## config.mk

```make
export PLATFORM = sky130hd
export DESIGN_NAME = hba_ram
export DESIGN_NICKNAME = d
export VERILOG_FILES = /design/src/hw/rtl/hba_ram.sv
export SDC_FILE = /design/constraint.sdc
export NUM_CORES = 1
export LEC_CHECK = 0
export BUFFER_PORTS_ARGS = -buffer_cell sky130_fd_sc_hd__buf_2
export CORE_MARGIN = 3
export CORE_UTILIZATION = 35
export CTS_BUF_LIST = sky130_fd_sc_hd__clkbuf_2 sky130_fd_sc_hd__clkbuf_4 sky130_fd_sc_hd__clkbuf_8
export DETAILED_ROUTE_END_ITERATION = 12
export PLACE_DENSITY = 0.52
export REMOVE_ABC_BUFFERS = 1
export SYNTH_ARGS = -nofsm -noshare
export SYNTH_HDL_FRONTEND = slang
export SYNTH_SLANG_ARGS = --single-unit
export TNS_END_PERCENT = 100
```

## constraint.sdc

```tcl
create_clock -name clock -period 2 [get_ports clock]
set_input_delay 0.3 -clock clock [delete_from_list [all_inputs] [get_ports clock]]
set_output_delay 0.3 -clock clock [all_outputs]
set_load 0.1 [all_outputs]
```

## src/hw/rtl/hba_ram.sv

```systemverilog
module hba_ram #(
   parameter int WIDTH = 8,
   parameter int DEPTH = 16,
   parameter int AW    = $clog2(DEPTH)
) (
   input  logic             clock,
   input  logic             rd_en,
   input  logic [AW-1:0]    rd_addr,
   output logic [WIDTH-1:0] rd_data,
   input  logic             wr_en,
   input  logic [AW-1:0]    wr_addr,
   input  logic [WIDTH-1:0] wr_data
);

   logic [WIDTH-1:0] mem [DEPTH];
   logic [WIDTH-1:0] rd_data_ff;

   // write port
   always_ff @(posedge clock) begin
      if (wr_en) begin
         mem[wr_addr] <= wr_data;
      end
   end

   // registered read port
   always_ff @(posedge clock) begin
      if (rd_en) begin
         rd_data_ff <= mem[rd_addr];
      end
   end

   assign rd_data = rd_data_ff;

endmodule

```

==> results of run 1 <==
[cell families after synthesis]
| group | Yosys count | synth area share (%) |
|---|---|---|
| DFF | 136 | 78.12 |
| AOI/OAI and AO/OA | 16 | 2.298 |
| buffers and inverters | 10 | 1.651 |
| and+or+nand+nor | 35 | 3.136 |
| muxes | 32 | 14.79 |
[layout make-up]
cell class	instances	area, um2
Sequential cell	136	4084
Clock buffer	18	241.5
Fill cell	1249	8374
Timing Repair Buffer	50	372.9
Multi-Input combinational cell	83	1057
Clock inverter	14	229.0
Tap cell	184	230.2
[sequential cells by signal, indices dropped and copies added (netlist names)]
signal   count
mem        128
rd_data      8
[synth_stat cells, drive strengths merged]
cell,count
and2b,1
nand2b,2
edfxtp,136
nor2,13
nand3,1
buf,7
nor2b,1
nand2,9
clkdlybuf4s25,3
a22oi,16
and2,1
mux4,32
nor3,4
or3b,1
nand3b,2
[per-stage QoR]
step	hold slack [ps]	area, um2
final	233.9	6215
after global routing	201.6	6215
after CTS	197.8	6215
after detailed placement	676.5	5744
after global placement	676.9	5744
after floorplan	398.9	5141
[report_power, final]
part / total (mW) / internal [mW] / leakage (nW) / switching, mW
registers: 3.22 / 3.21 / 1.24 / 0.0142
clock network: 2.63 / 1.61 / 0.229 / 1.01
logic: 0.420 / 0.140 / 0.621 / 0.280
total: 6.27 / 4.96 / 2.09 / 1.31
[layer usage]
layer / vias to the layer above / GRT usage, %
met4: 0 / 4.869
li1: 1097 / -
met5: - / 0
met3: 10 / 4.250
met2: 67 / 20.41
met1: 1304 / 20.87
[worst register-to-register path, cell delays in order (launching register included)]
cell      delay [ps]
edfxtp_1         360
mux4_2           470
a22oi_1          290
nand2_1          180
[layout by cell type, fill, tap and decap left out]
| cell | Yosys | final |
|---|---|---|
| and2b_1 | 1 | 1 |
| buf_4 | 1 | 19 |
| buf_12 | 0 | 5 |
| bufinv_16 | 0 | 6 |
| edfxtp_1 | 136 | 136 |
| clkinv_1 | 0 | 3 |
| nand3b_1 | 2 | 2 |
| or3b_2 | 1 | 1 |
| buf_2 | 3 | 26 |
| nor3_1 | 4 | 4 |
| nand2b_1 | 2 | 2 |
| clkbuf_4 | 0 | 1 |
| nor2b_1 | 1 | 1 |
| clkinvlp_4 | 0 | 2 |
| mux4_1 | 14 | 14 |
| clkinv_2 | 0 | 1 |
| nand2_1 | 9 | 9 |
| and2_1 | 1 | 1 |
| nand3_1 | 1 | 1 |
| clkinv_4 | 0 | 2 |
| a22oi_1 | 16 | 16 |
| nor2_1 | 13 | 13 |
| clkbuf_8 | 0 | 17 |
| mux4_2 | 18 | 18 |
[final timing paths]
path | startpoint | end | slack [ps] | cells after the start
hold reg to reg | mem[12][1] | rd_data[1] | 760 | 3
setup / recovery | mem[3][7] | rd_data[7] | 410 | 3
hold / removal | rd_en | rd_data[0] | 230 | 1
setup reg to reg | mem[3][7] | rd_data[7] | 410 | 3
==> out/qor.csv, run 1 <==
metric,value,unit
sequential share of the synthesized area,78.12,%
Worst Tran Pin Value,501.0,ps
port bufs,26,
Total GRT Usage,14.26,%
CTS tree,yes,
Ys Warns,0,
fraction of layout cells with a size suffix above 1,32.56,%
number of routed nets with antenna violations,0,
gr ovfl total,0,
Mean Syn Cell Area,22.83,um2
Final Hold Viols,0,
routed length on met2,4928,um
routed length per instance,22.01,um
final period utilization,79.47,%
"Data arrival, critical path",1740,ps
# Max-Cap Violations,0,
Startpoint Class,flop,
TritonRoute pass-1 iters,4,
Yosys top cell area share,78.12,%
Clock Pin Slew Worst Setup and Hold Paths,80,ps
Final Instance Count excl. Fillers,485,
Clock Sinks,136,
DIE HEIGHT,128.2,um
number of synthesized register bits,136,
final net count,307,
synth top area cells,"edfxtp_1 78%, mux4_2 7.8%, mux4_1 7.0%",
M1 WL,5067,um
final setup fails,0,
dominant cell type by area after synthesis,edfxtp_1,
"delay-heaviest family, CP",multiplexers,
Vias/cell,5.109,
Routed WL,10680,um
Final Max Slew Viols,0,
Clock Skews,6.328,ps
Leakage,2.086,nW
Final Worst Setup Slack,410.6,ps
# resized after CTS,0,
"Setup Fix Bufs, Post-CTS",0,
synth unique cells,18,
RSZ-0062 raised after global routing,no,
Cell Rows,44,
Power Density,1008,nW/um2
via count,2478,
hold_buf cts,0,
"Core Util, Final",42.60,%
drt initial violations,199,
DRC Markers,0,
Top Metal Used,met4,
CTS buffer count,17,
Die W,128.2,um
total power,6.268,mW
clk root buf,clkbuf_8,
antenna violations before repair,0,
setup TNS,0,ps
core area,14590,um2
worst path cell trace,mux4_2 > a22oi_1 > nand2_1,
worst skew pair latency,430,ps
Initial Util,35.83,%
Crit path largest cell delay,470,ps
gp weighted congestion,0.7530,
fmax,629.2,MHz
Worst Path Buf+Inv,0,
Die ar.,16440,um2
detailed placer's ending HPWL,7008,um
clk buf depth,2,
dpl ws,65.73,ps
ant diodes,0,
fin crit period,1589,ps
vias in the first global route,2558,
CTS H-tree depth,4,
CP Max Fanout,1,
Min-Delay Path Class,input port to flop,
P&R area growth vs syn,18.88,%
Post-Place Cells,453,
Post-Syn Area,5228,um2
Setup Crit Path Kind,flop to flop,
largest net degree at the start of global routing,19,
Crit-path slowest cell,mux4_2,
Setup crit end kind,flop,
Max-slew headroom,66.83,%
routed wl met3,579,um
status,finished clean,
num ports,27,
Cells after Synth,229,
WP data required,2150,ps
global-route wire length before repair,16330,um
worst vdd ir,0.5378,mV
No activity file was read; power rests on OpenSTA's default activity.
==> inputs of run 2 (changes only) <==
--- a/config.mk
+++ b/config.mk
@@ -5,12 +5,13 @@
 export SDC_FILE = /design/constraint.sdc
 export NUM_CORES = 1
 export LEC_CHECK = 0
+export ABC_AREA = 1
 export BUFFER_PORTS_ARGS = -buffer_cell sky130_fd_sc_hd__buf_2
 export CORE_MARGIN = 3
 export CORE_UTILIZATION = 35
 export CTS_BUF_LIST = sky130_fd_sc_hd__clkbuf_2 sky130_fd_sc_hd__clkbuf_4 sky130_fd_sc_hd__clkbuf_8
 export DETAILED_ROUTE_END_ITERATION = 12
-export PLACE_DENSITY = 0.52
+export PLACE_DENSITY = 0.54
 export REMOVE_ABC_BUFFERS = 1
 export SYNTH_ARGS = -nofsm -noshare
 export SYNTH_HDL_FRONTEND = slang
==> constraint.sdc (replaced) <==
create_clock -name clock -period 1.3 [get_ports clock]
set_input_delay 0.195 -clock clock [delete_from_list [all_inputs] [get_ports clock]]
set_output_delay 0.195 -clock clock [all_outputs]
set_load 0.1 [all_outputs]
==> run 2 against run 1 <==
The flow now finishes with violations (setup timing). Worst setup slack lost 440 ps. Synthesized cell count grew 140%. Clock skew is essentially flat. First-iteration DRC count grew 64%. Via count grew 53%. Utilization grew 0.27 points. Area after synthesis grew 12%. Hold slack lost 86 ps. Cell area grew 11%. Combinational power grew 93%. Critical path type is now flop to output port.
==> out/qor.csv, run 2 <==
metric,value,unit
number of synthesized register bits,136,
dominant cell type by area after synthesis,edfxtp_1,
Min-Delay Path Class,input port to flop,
Setup crit end kind,output port,
number of routed nets with antenna violations,0,
Synth Flop Type,edfxtp_1,
worst skew pair latency,420,ps
Pint,7.341,mW
Initial Util,36.28,%
Max-slew headroom,57.49,%
Logic pwr share,8.6,%
count of flip-flops with a built-in enable after synthesis,136,
Clock Pin Slew Worst Setup and Hold Paths,70,ps
synth top area cells,"edfxtp_1 70%, nand2_1 11%, nand3_1 8.3%",
Worst Path Buf+Inv,1,
Final Worst Setup Slack,-29.41,ps
DRC Markers,0,
Vias/cell,4.558,
fmax,752.2,MHz
hold_buf cts,0,
post-route cell area,6908,um2
clk root buf,clkbuf_8,
Power Density,1366,nW/um2
Sw Ratio,22.18,%
Crit-path slowest cell,edfxtp_1,
Die ar.,18290,um2
core area,16120,um2
"Async S/R FF share, synth",0,%
sequential share of the synthesized area,69.85,%
Post-Syn Area,5847,um2
Leakage,2.968,nW
CTS buffer count,17,
port bufs,26,
vias in the first global route,3828,
num ports,27,
"Setup Fix Bufs, Post-CTS",0,
fin crit period,1329,ps
Worst Tran Pin Value,636.8,ps
detailed placer's ending HPWL,8526,um
Cell Rows,46,
clk buf depth,2,
Hold Path Sink,rd_data[1],
"commonest non-fill, non-tap cell in the layout",nand2_1,
# Max-Cap Violations,0,
Startpoint Class,flop,
# resized after CTS,5,
antenna violations before repair,0,
CTS tree,yes,
final period utilization,102.3,%
"Data arrival, critical path",1130,ps
TritonRoute pass-1 iters,4,
synth unique cells,11,
Largest register FFs,128,
Ys Warns,0,
Worst R2R Path Depth,6,
Clock Sinks,136,
Fill cells,1571,
CP Max Fanout,1,
WP data required,1110,ps
gp weighted congestion,0.7525,
RR Startpoint,mem[9][4],
Crit path largest cell delay,490,ps
Cells after Synth,551,
via count,3797,
Setup Crit Path Kind,flop to output port,
Flop pwr share,52.7,%
status,"complete, but fails checks",
Clock Skews,6.250,ps
largest net degree at the start of global routing,33,
Mean Syn Cell Area,10.61,um2
R2R Setup Slk,250,ps
most frequent cells after synthesis,"173 x nand2_1, 136 x edfxtp_1, 100 x inv_1, 97 x nand3_1, 17 x nor2_1",
Total GRT Usage,14.87,%
hold depth,1,
hold path startpoint,rd_en,
failing checks,setup timing,
DIE HEIGHT,135.3,um
worst path cell trace,buf_12,
routed length per instance,15.18,um
Final Hold Viols,0,
RSZ-0062 raised after global routing,yes,
Routed WL,12650,um
Yosys top cell area share,69.85,%
NetSw,2.093,mW
Post-Place Cells,801,
final setup fails,3,
Reg with most FFs,mem,
worst vdd ir,0.6713,mV
RR Endpoint,rd_data[4],
dpl cell area,6469,um2
CTS H-tree depth,4,
fraction of layout cells with a size suffix above 1,14.42,%
"delay-heaviest family, CP",flip-flops,
most frequent cells in the layout,"173 x nand2_1, 136 x edfxtp_1, 100 x inv_1",
Final Max Slew Viols,0,
final net count,623,
drt initial violations,326,
Clk pwr share,38.7,%
gr ovfl total,0,
Final Instance Count excl. Fillers,833,
global-route wire length before repair,20380,um
"count leader, synth",nand2_1,
Die W,135.3,um
P&R area growth vs syn,18.15,%
ant diodes,0,
## run 2: cells by family (layout without fill, tap and decap cells)
| family | Yosys count | in the layout | synth area share [%] |
|---|---|---|---|
| simple gates | 289 | 289 | 20.76 |
| flops | 136 | 136 | 69.85 |
| buf+inv | 126 | 192 | 9.394 |
## run 2: worst max path at each step
stage | from | to | slack [ps] | cells after the start
3_3_place_gp | rd_addr[1] | rd_data[7] | -110 | 6
6_report | rd_data[3] | rd_data[3] | -30 | 1
3_5_place_dp | rd_addr[1] | rd_data[7] | -110 | 6
2_1_floorplan | rd_addr[0] | rd_data[2] | -20 | 6
5_1_grt | rd_data[3] | rd_data[3] | -60 | 1
4_1_cts | rd_data[3] | rd_data[3] | -50 | 1
## run 2: power by group through the flow
stage / Sequential (mW) / Clock, mW / Combinational [mW]
floorplan: 5.21 / 0 / 0.265
global placement: 5.07 / 0 / 0.802
detailed placement: 5.07 / 0 / 0.808
CTS: 4.97 / 3.74 / 0.818
global route: 4.98 / 3.96 / 0.891
finish: 4.98 / 3.65 / 0.809
## run 2: cell type report
class	count	area, um2	area share (%)
Clock buffer	21	264.0	3.822
Clock inverter	11	153.9	2.228
Inverter	102	382.9	5.542
Multi-Input combinational cell	289	1214	17.57
Sequential cell	136	4084	59.12
Tap cell	216	270.3	3.912
Timing Repair Buffer	58	539.3	7.807
## run 2: routing by layer
metal	wire length (um)	vias to the layer above	global-route usage [%]
met5	0	-	0
met3	865	10	3.938
met4	122	0	4.871
met1	5808	1791	20.49
li1	-	1886	-
met2	5850	110	23.04
## run 2: stage by stage
step / setup TNS [ps] / utilization, % / total power [mW] / hold slack, ps / setup slack [ps]
3_3_place_gp: -508.1 / 40.14 / 5.872 / 582.6 / -113.5
6_report: -33.37 / 42.86 / 9.434 / 147.9 / -29.41
3_5_place_dp: -570.9 / 40.14 / 5.878 / 584.7 / -108.0
5_1_grt: -194.6 / 42.86 / 9.829 / 114.6 / -64.33
2_1_floorplan: -68.67 / - / 5.473 / 293.9 / -15.61
4_1_cts: -127.9 / 42.82 / 9.530 / 121.8 / -45.82
